### src/rtl/abrt_pkg.sv
// Package for the alpha-beta range tracker: word types, register map and reset values.
// No dependencies.
`default_nettype none

package abrt_pkg;

    localparam int ADDR_W = 5;
    localparam int DATA_W = 32;

    localparam logic [2:0] REG_POSITION_GAIN  = 3'd0;
    localparam logic [2:0] REG_VELOCITY_GAIN  = 3'd1;
    localparam logic [2:0] REG_VELOCITY_SCALE = 3'd2;
    localparam logic [2:0] REG_SMOOTHING_GAIN = 3'd3;
    localparam logic [2:0] REG_SPEED_LIMIT    = 3'd4;
    localparam logic [2:0] REG_SPEED_DEADBAND = 3'd5;
    localparam logic [2:0] REG_GAP_TIMEOUT    = 3'd6;

    localparam logic [19:0] RST_POSITION_GAIN  = 20'd59638;
    localparam logic [19:0] RST_VELOCITY_GAIN  = 20'd406546;
    localparam logic [19:0] RST_VELOCITY_SCALE = 20'd13107;
    localparam logic [16:0] RST_SMOOTHING_GAIN = 17'd65536;
    localparam logic [30:0] RST_SPEED_LIMIT    = 31'd32768;
    localparam logic [15:0] RST_SPEED_DEADBAND = 16'd655;
    localparam logic [17:0] RST_GAP_TIMEOUT    = 18'd16384;

    localparam logic [16:0] ONE_Q16 = 17'd65536;

    typedef struct packed {
        logic signed [31:0] measured_height;
        logic        [17:0] elapsed_time;
    } sample_t;

    typedef struct packed {
        logic signed [31:0] predicted_height;
        logic signed [31:0] velocity_estimate;
    } track_t;

endpackage

`default_nettype wire

### src/rtl/alpha_beta_range_tracker.sv
// Alpha-beta range tracker top level with a bit-serial shift-add multiplier.
// Depends on abrt_pkg.
// Sequence: a sample accepted in idle runs the prediction, low-pass, alpha, gain and beta products, then finish.
// Flow: sample_stall holds off a new sample until the previous one has passed through the single serial
// multiplier (products of 18, 17, 17, 20, 20 and 24 bits, one multiplier bit per cycle).
// Reset: asynchronous, clears filter state to zero and loads default register values.
`default_nettype none

module alpha_beta_range_tracker (
    input  wire logic                         clk,
    input  wire logic                         rst_n,
    input  wire logic                         psel,
    input  wire logic                         penable,
    input  wire logic                         pwrite,
    input  wire logic [abrt_pkg::ADDR_W-1:0]  paddr,
    input  wire logic [abrt_pkg::DATA_W-1:0]  pwdata,
    output logic      [abrt_pkg::DATA_W-1:0]  prdata,
    output logic                              pready,
    input  wire logic                         sample_valid,
    output logic                              sample_stall,
    input  wire abrt_pkg::sample_t            sample,
    output logic                              track_valid,
    input  wire logic                         track_stall,
    output abrt_pkg::track_t                  track
);
    import abrt_pkg::*;

    typedef enum logic [2:0] {
        ST_IDLE,
        ST_PRED,
        ST_LP1,
        ST_LP2,
        ST_ALPHA,
        ST_KB,
        ST_BETA,
        ST_FINISH
    } state_t;

    function automatic logic signed [31:0] sat32(input logic signed [60:0] x);
        if (x > 61'sd2147483647)
            return 32'sh7fffffff;
        else if (x < -61'sd2147483648)
            return 32'sh80000000;
        else
            return x[31:0];
    endfunction

    function automatic logic signed [43:0] rnd(input logic signed [59:0] a);
        logic signed [59:0] t;
        t = a + 60'sd32768;
        return t[59:16];
    endfunction

    function automatic logic signed [31:0] clamp_band(input logic signed [31:0] v,
                                                      input logic [30:0] lim,
                                                      input logic [15:0] db);
        logic signed [32:0] x;
        logic signed [32:0] l;
        logic signed [32:0] m;
        x = {v[31], v};
        l = {2'b00, lim};
        if (x > l)
            x = l;
        if (x < -l)
            x = -l;
        m = x[32] ? -x : x;
        if (m < $signed({17'd0, db}))
            x = 33'sd0;
        return x[31:0];
    endfunction

    state_t             state_reg, state_next;
    logic [19:0]        pos_gain_reg, pos_gain_next;
    logic [19:0]        vel_gain_reg, vel_gain_next;
    logic [19:0]        vel_scale_reg, vel_scale_next;
    logic [16:0]        smooth_reg, smooth_next;
    logic [30:0]        limit_reg, limit_next;
    logic [15:0]        band_reg, band_next;
    logic [17:0]        timeout_reg, timeout_next;

    logic signed [31:0] post_h_reg, post_h_next;
    logic signed [31:0] post_v_reg, post_v_next;
    logic signed [31:0] prev_v_reg, prev_v_next;

    logic signed [31:0] meas_reg, meas_next;
    logic signed [31:0] pred_reg, pred_next;
    logic signed [32:0] innov_reg, innov_next;
    logic signed [59:0] acc_reg, acc_next;
    logic signed [59:0] mc_reg, mc_next;
    logic [23:0]        mp_reg, mp_next;
    logic [4:0]         cnt_reg, cnt_next;
    logic               out_valid_reg, out_valid_next;
    track_t             out_reg, out_next;

    logic               wr_en;
    logic [2:0]         wr_idx;
    logic signed [59:0] acc_sum;
    logic               last_step;
    logic [16:0]        s_eff;
    logic signed [43:0] r;
    logic signed [31:0] vold;
    logic signed [31:0] vband;
    logic signed [31:0] newv;

    assign pready       = 1'b1;
    assign wr_en        = psel && penable && pwrite;
    assign wr_idx       = paddr[4:2];
    assign sample_stall = (state_reg != ST_IDLE);
    assign track_valid  = out_valid_reg;
    assign track        = out_reg;
    assign acc_sum      = acc_reg + (mp_reg[0] ? mc_reg : 60'sd0);
    assign last_step    = (cnt_reg == 5'd1);
    assign s_eff        = (smooth_reg > ONE_Q16) ? ONE_Q16 : smooth_reg;
    assign r            = rnd(acc_sum);
    assign vold         = (sample.elapsed_time > timeout_reg) ? 32'sd0 : prev_v_reg;
    assign vband        = clamp_band(post_v_reg, limit_reg, band_reg);
    assign newv         = r[31:0];

    always_comb
    begin
        unique case (paddr[4:2])
            REG_POSITION_GAIN:  prdata = {12'd0, pos_gain_reg};
            REG_VELOCITY_GAIN:  prdata = {12'd0, vel_gain_reg};
            REG_VELOCITY_SCALE: prdata = {12'd0, vel_scale_reg};
            REG_SMOOTHING_GAIN: prdata = {15'd0, smooth_reg};
            REG_SPEED_LIMIT:    prdata = {1'b0, limit_reg};
            REG_SPEED_DEADBAND: prdata = {16'd0, band_reg};
            REG_GAP_TIMEOUT:    prdata = {14'd0, timeout_reg};
            default:            prdata = '0;
        endcase
    end

    always_comb
    begin
        pos_gain_next  = pos_gain_reg;
        vel_gain_next  = vel_gain_reg;
        vel_scale_next = vel_scale_reg;
        smooth_next    = smooth_reg;
        limit_next     = limit_reg;
        band_next      = band_reg;
        timeout_next   = timeout_reg;
        if (wr_en)
        begin
            unique case (wr_idx)
                REG_POSITION_GAIN:  pos_gain_next  = pwdata[19:0];
                REG_VELOCITY_GAIN:  vel_gain_next  = pwdata[19:0];
                REG_VELOCITY_SCALE: vel_scale_next = pwdata[19:0];
                REG_SMOOTHING_GAIN: smooth_next    = pwdata[16:0];
                REG_SPEED_LIMIT:    limit_next     = pwdata[30:0];
                REG_SPEED_DEADBAND: band_next      = pwdata[15:0];
                REG_GAP_TIMEOUT:    timeout_next   = pwdata[17:0];
                default:            ;
            endcase
        end

        state_next     = state_reg;
        post_h_next    = post_h_reg;
        post_v_next    = post_v_reg;
        prev_v_next    = prev_v_reg;
        meas_next      = meas_reg;
        pred_next      = pred_reg;
        innov_next     = innov_reg;
        acc_next       = acc_sum;
        mc_next        = mc_reg <<< 1;
        mp_next        = mp_reg >> 1;
        cnt_next       = cnt_reg - 5'd1;
        out_valid_next = out_valid_reg;
        out_next       = out_reg;

        if (out_valid_reg && !track_stall)
            out_valid_next = 1'b0;

        unique case (state_reg)
            ST_IDLE:
            begin
                acc_next = '0;
                mc_next  = mc_reg;
                mp_next  = mp_reg;
                cnt_next = cnt_reg;
                if (sample_valid)
                begin
                    meas_next  = sample.measured_height;
                    mc_next    = {{28{vold[31]}}, vold};
                    mp_next    = {6'd0, sample.elapsed_time};
                    cnt_next   = 5'd18;
                    state_next = ST_PRED;
                end
            end
            ST_PRED:
            begin
                if (last_step)
                begin
                    pred_next  = sat32({{29{post_h_reg[31]}}, post_h_reg}
                                       + {{17{r[43]}}, r});
                    acc_next   = '0;
                    mc_next    = {{28{prev_v_reg[31]}}, prev_v_reg};
                    mp_next    = {7'd0, ONE_Q16 - s_eff};
                    cnt_next   = 5'd17;
                    state_next = ST_LP1;
                end
            end
            ST_LP1:
            begin
                if (last_step)
                begin
                    mc_next    = {{28{vband[31]}}, vband};
                    mp_next    = {7'd0, s_eff};
                    cnt_next   = 5'd17;
                    state_next = ST_LP2;
                end
            end
            ST_LP2:
            begin
                if (last_step)
                begin
                    prev_v_next = newv;
                    innov_next  = {meas_reg[31], meas_reg} - {pred_reg[31], pred_reg};
                    acc_next    = '0;
                    mc_next     = {{27{innov_next[32]}}, innov_next};
                    mp_next     = {4'd0, pos_gain_reg};
                    cnt_next    = 5'd20;
                    state_next  = ST_ALPHA;
                end
            end
            ST_ALPHA:
            begin
                if (last_step)
                begin
                    post_h_next = sat32({{29{pred_reg[31]}}, pred_reg}
                                        + {{17{r[43]}}, r});
                    acc_next    = '0;
                    mc_next     = {40'd0, vel_gain_reg};
                    mp_next     = {4'd0, vel_scale_reg};
                    cnt_next    = 5'd20;
                    state_next  = ST_KB;
                end
            end
            ST_KB:
            begin
                if (last_step)
                begin
                    acc_next   = '0;
                    mc_next    = {{27{innov_reg[32]}}, innov_reg};
                    mp_next    = r[23:0];
                    cnt_next   = 5'd24;
                    state_next = ST_BETA;
                end
            end
            ST_BETA:
            begin
                if (last_step)
                begin
                    post_v_next = clamp_band(sat32({{29{prev_v_reg[31]}}, prev_v_reg}
                                                   + {{17{r[43]}}, r}),
                                             limit_reg, band_reg);
                    state_next  = ST_FINISH;
                end
            end
            ST_FINISH:
            begin
                acc_next = acc_reg;
                mc_next  = mc_reg;
                mp_next  = mp_reg;
                cnt_next = cnt_reg;
                if (!out_valid_reg || !track_stall)
                begin
                    out_next.predicted_height  = pred_reg;
                    out_next.velocity_estimate = post_v_reg;
                    out_valid_next             = 1'b1;
                    state_next                 = ST_IDLE;
                end
            end
            default:
            begin
                state_next = ST_IDLE;
            end
        endcase
    end

    always_ff @(posedge clk or negedge rst_n)
    begin
        if (!rst_n)
        begin
            state_reg     <= ST_IDLE;
            pos_gain_reg  <= RST_POSITION_GAIN;
            vel_gain_reg  <= RST_VELOCITY_GAIN;
            vel_scale_reg <= RST_VELOCITY_SCALE;
            smooth_reg    <= RST_SMOOTHING_GAIN;
            limit_reg     <= RST_SPEED_LIMIT;
            band_reg      <= RST_SPEED_DEADBAND;
            timeout_reg   <= RST_GAP_TIMEOUT;
            post_h_reg    <= '0;
            post_v_reg    <= '0;
            prev_v_reg    <= '0;
            meas_reg      <= '0;
            pred_reg      <= '0;
            innov_reg     <= '0;
            acc_reg       <= '0;
            mc_reg        <= '0;
            mp_reg        <= '0;
            cnt_reg       <= '0;
            out_valid_reg <= 1'b0;
            out_reg       <= '0;
        end
        else
        begin
            state_reg     <= state_next;
            pos_gain_reg  <= pos_gain_next;
            vel_gain_reg  <= vel_gain_next;
            vel_scale_reg <= vel_scale_next;
            smooth_reg    <= smooth_next;
            limit_reg     <= limit_next;
            band_reg      <= band_next;
            timeout_reg   <= timeout_next;
            post_h_reg    <= post_h_next;
            post_v_reg    <= post_v_next;
            prev_v_reg    <= prev_v_next;
            meas_reg      <= meas_next;
            pred_reg      <= pred_next;
            innov_reg     <= innov_next;
            acc_reg       <= acc_next;
            mc_reg        <= mc_next;
            mp_reg        <= mp_next;
            cnt_reg       <= cnt_next;
            out_valid_reg <= out_valid_next;
            out_reg       <= out_next;
        end
    end

    a_accept_starts: assert property (@(posedge clk) disable iff (!rst_n)
        (sample_valid && !sample_stall) |=> (state_reg == ST_PRED && cnt_reg == 5'd18))
        else $error("accepted word did not start the prediction product");

    a_result_from_finish: assert property (@(posedge clk) disable iff (!rst_n)
        $rose(track_valid) |-> $past(state_reg == ST_FINISH))
        else $error("track word raised outside finish");

    a_velocity_clamped: assert property (@(posedge clk) disable iff (!rst_n)
        track_valid |-> (track.velocity_estimate <= $signed({1'b0, limit_reg})
                         && track.velocity_estimate >= -$signed({1'b0, limit_reg})))
        else $error("velocity word outside the speed limit");

endmodule

`default_nettype wire
### config.mk
export PLATFORM = sky130hd
export DESIGN_NAME = alpha_beta_range_tracker
export DESIGN_NICKNAME = d
export VERILOG_FILES = /design/src/rtl/abrt_pkg.sv /design/src/rtl/alpha_beta_range_tracker.sv
export SDC_FILE = /design/constraint.sdc
export NUM_CORES = 2
export LEC_CHECK = 0
export BUFFER_PORTS_ARGS = -buffer_cell sky130_fd_sc_hd__buf_2
export CORE_UTILIZATION = 25
export DETAILED_ROUTE_END_ITERATION = 8
export GPL_ROUTABILITY_DRIVEN = 0
export GPL_TIMING_DRIVEN = 1
export PLACE_DENSITY_LB_ADDON = 0.25
export SETUP_SLACK_MARGIN = 0.3
export SYNTH_ARGS = -nofsm -noshare
export SYNTH_HDL_FRONTEND = slang
export SYNTH_SLANG_ARGS = --single-unit
### constraint.sdc
create_clock -name clk -period 20.9 [get_ports clk]
set_input_delay 4.18 -clock clk [delete_from_list [all_inputs] [get_ports clk]]
set_output_delay 4.18 -clock clk [all_outputs]
set_load 0.1 [all_outputs]
==> impl_metrics.py <==
metrics = {
    "sta": {
        "slew_violations": 0,
        "tightestPinTransition_ns": 1.32,
        "setup_viol": 0,
        "tns_ns": 0,
        "max_freq_ghz": 0.0511,
        "skew_ns": 0.0489,
        "finalCriticalPeriod_ns": 19.58,
        "fin_crit_sh_pct": 93.7,
        "final_hold_viol_count": 0,
        "slew_headroom_pct": 11.2,
        "grt_setup_unrepaired": "no",
    },
    "global_routing": {
        "gr-usage-all-layers_pct": 19.8,
        "grt_pass1_wl_um": 288000,
        "gr-total-overflow": 0,
        "first_global_vias": 43656,
        "antenna_found_initial": 15,
        "grt_max_degree": 102,
    },
    "clock_network": {
        "h-tree-depth": 3,
        "clk_latency_ns": 0.72,
        "cts_tree": "yes",
        "clockBufferDepth": 3,
        "root_buffer": "clkbuf_16",
        "clk_pin_slew_ns": 0.06,
        "numClockSinks": 552,
        "cts_made_buffers": 74,
    },
    "pwr": {
        "power_leakage_nw": 24.8,
        "comb_power_share_pct": 70.0,
        "swShare_pct": 55.2,
        "ir_worst_vdd_uv": 128,
        "power_frac_clock_pct": 12.5,
        "power_density_nw_per_um2": 195,
        "p_int_mw": 4.70,
        "switching_power_mw": 5.79,
        "pwr-share-seq_pct": 17.5,
    },
    "yosys": {
        "synth_cell_types": 109,
        "synth_edf_count": 0,
        "yosysSeqAreaShare_pct": 29.4,
        "ys_ff_latch": 552,
        "synth_top_cells_by_area": "dfrtp_1, ha_1, nand2_1, o21ai_0, a21oi_1",
        "synthCells": 5626,
        "postSynth.asyncResetShare_pct": 100,
        "syn_avg_cell_area_sq_um": 8.36,
        "synthesis.nets": 6141,
        "yosysTopAreaCellShare_pct": 27.5,
        "ys.flop_type": "dfrtp_1",
        "yosys_warnings": 0,
        "synth_area_leader_cell": "dfrtp_1",
        "syn-cell-area_sq_um": 47100,
    },
    "floorplan": {
        "chipWidth_um": 436,
        "core_sq_um": 186000,
        "dieHeight_um": 436,
        "dieArea_sq_um": 190000,
        "start_util_pct": 25.3,
        "rows": 158,
        "io_pins": 193,
    },
    "worst_setup_path": {
        "crit_buf_inv": 10,
        "path_max_fanout": 56,
        "critPathMaxStageDelay_ns": 0.61,
        "crit_type": "reg2reg",
        "crit_path_frequent_cell": "o21ai_0",
        "critPathRequiredTime_ns": 21.46,
        "critPathArrivalTime_ns": 20.14,
        "cp-end-kind": "register",
        "cp_top_family": "compound AO/OA/AOI/OAI gates",
        "worst_path_max_delay_cell": "or4_4",
        "ff2ff_setup_slack_ns": 1.32,
        "worstSetupStartpointType": "register",
    },
    "detailed_routing": {
        "drtPass1Iterations": 8,
        "viasPerCell": 5.46,
        "wl_per_cell_um": 23.4,
        "drc_errors": 0,
        "detail_route.iter0.violations": 4440,
        "dr_total_vias": 45348,
        "wl_um": 194000,
        "ant_nets": 0,
    },
    "finish": {
        "mostFrequentLayoutCells": "nand2_1, dfrtp_1, o21ai_0",
        "nets": 6284,
        "drive_gt1_share_pct": 14.0,
        "fill_cells": 20030,
        "largest_reg_flops": 64,
        "layout_commonest_cell": "nand2_1",
        "fin_area_sq_um": 53800,
        "final_util_pct": 28.9,
        "areaGrowthSynthToFinish_pct": 14.4,
    },
    "placed_design": {
        "io_buffers": 187,
        "dp_hpwl_um": 151000,
        "dpl_cell_area_sq_um": 51400,
    },
    "run": {
        "drv_cap": 0,
    },
    "outcome": {
        "status": "finished, final reports clean",
    },
    "min_path": {
        "hp-class": "reg2reg",
    },
}
## timing repair
item                                    CTS  global route
hold endpoints to repair                  0             0
resized for setup                         0             7
hold buffers                              0             0
buffers inserted                          0             1
endpoints found under the setup margin    0            32
## tightest hold or removal path, stage by stage (launching register included)
cell and delay (ns):
dfrtp_1 0.34, nand2_1 0.05, nand2_1 0.05
## synth_stat cells, types with 91 or more instances
| master | instances |
|---|---|
| a21o_1 | 159 |
| a21oi_1 | 433 |
| nor3_1 | 135 |
| xnor2_1 | 191 |
| o21ai_0 | 471 |
| mux2i_1 | 92 |
| and2_1 | 91 |
| ha_1 | 416 |
| nand2_1 | 633 |
| mux2_2 | 175 |
| nor2_1 | 384 |
| nand3_1 | 111 |
| clkbuf_1 | 229 |
| inv_1 | 260 |
| dfrtp_1 | 518 |
| xor2_1 | 95 |
## path summary, 6_finish.rpt
path                                                 from                        end  cells after the start
worst max register to register      mp_reg[0]$_DFFE_PN0P_  post_v_reg[0]$_DFFE_PN0P_                     77
worst min register to register  innov_reg[16]$_DFFE_PN0P_  innov_reg[16]$_DFFE_PN0P_                      2
max in group asynchronous                           rst_n      track[48]$_DFFE_PN0P_                      3
worst max-delay path                mp_reg[0]$_DFFE_PN0P_  post_v_reg[0]$_DFFE_PN0P_                     77
worst min-delay path            innov_reg[16]$_DFFE_PN0P_  innov_reg[16]$_DFFE_PN0P_                      2
min in group asynchronous                           rst_n       track[5]$_DFFE_PN0P_                      1
## cell type report
class | count | area [sq um] | share of cell area [%]
sequential | 552 | 13900 | 25.7
multi-input combinational | 4537 | 31300 | 58.2
tap | 2480 | 3100 | 5.76
clock buffer | 98 | 2020 | 3.76
antenna | 1 | 2.50 | 0.00465
clock inverter | 31 | 397 | 0.737
timing repair buffer | 342 | 2140 | 3.98
inverter | 262 | 983 | 1.83
## through the flow
step	total power, mW	hold slack (ns)	setup slack (ns)	instances
floorplan	6.57	0.440	3.09	5626
global placement	8.95	0.457	1.27	8172
detailed placement	9.02	0.459	1.18	8172
CTS	10.4	0.473	1.09	8301
finish	10.5	0.472	1.32	8303
global route	11.2	0.492	0.303	8303
## power groups by stage
stage               clock network (mW)  registers, mW  logic [mW]
finish                            1.31           1.83        7.35
global route                      1.38           1.88        7.93
CTS                               1.34           1.83        7.22
detailed placement                   0           1.84        7.18
global placement                     0           1.84        7.11
floorplan                            0           2.02        4.55
## kinds of logic after synthesis
| logic type | count (synthesis) | share of synthesized area [%] |
|---|---|---|
| buf+inv | 537 | 4.40 |
| compound gates | 1790 | 25.3 |
| fa+ha+maj | 421 | 11.3 |
| xor+xnor | 286 | 5.32 |
| flops | 552 | 29.4 |
| simple gates | 1766 | 17.9 |
| mux | 272 | 6.37 |
| other cells | 2 | 0.0160 |
## routing by layer
metal,vias to the layer above,part of all wire (%),wire length [um],global-route usage [%]
li1,21032,-,-,-
met1,22334,46,89000,27.8
met2,1674,44,85000,30.9
met3,308,6.5,12600,2.76
met4,0,3.8,7380,6.97
met5,-,0,0,0
(Power assumes the default switching activity.)
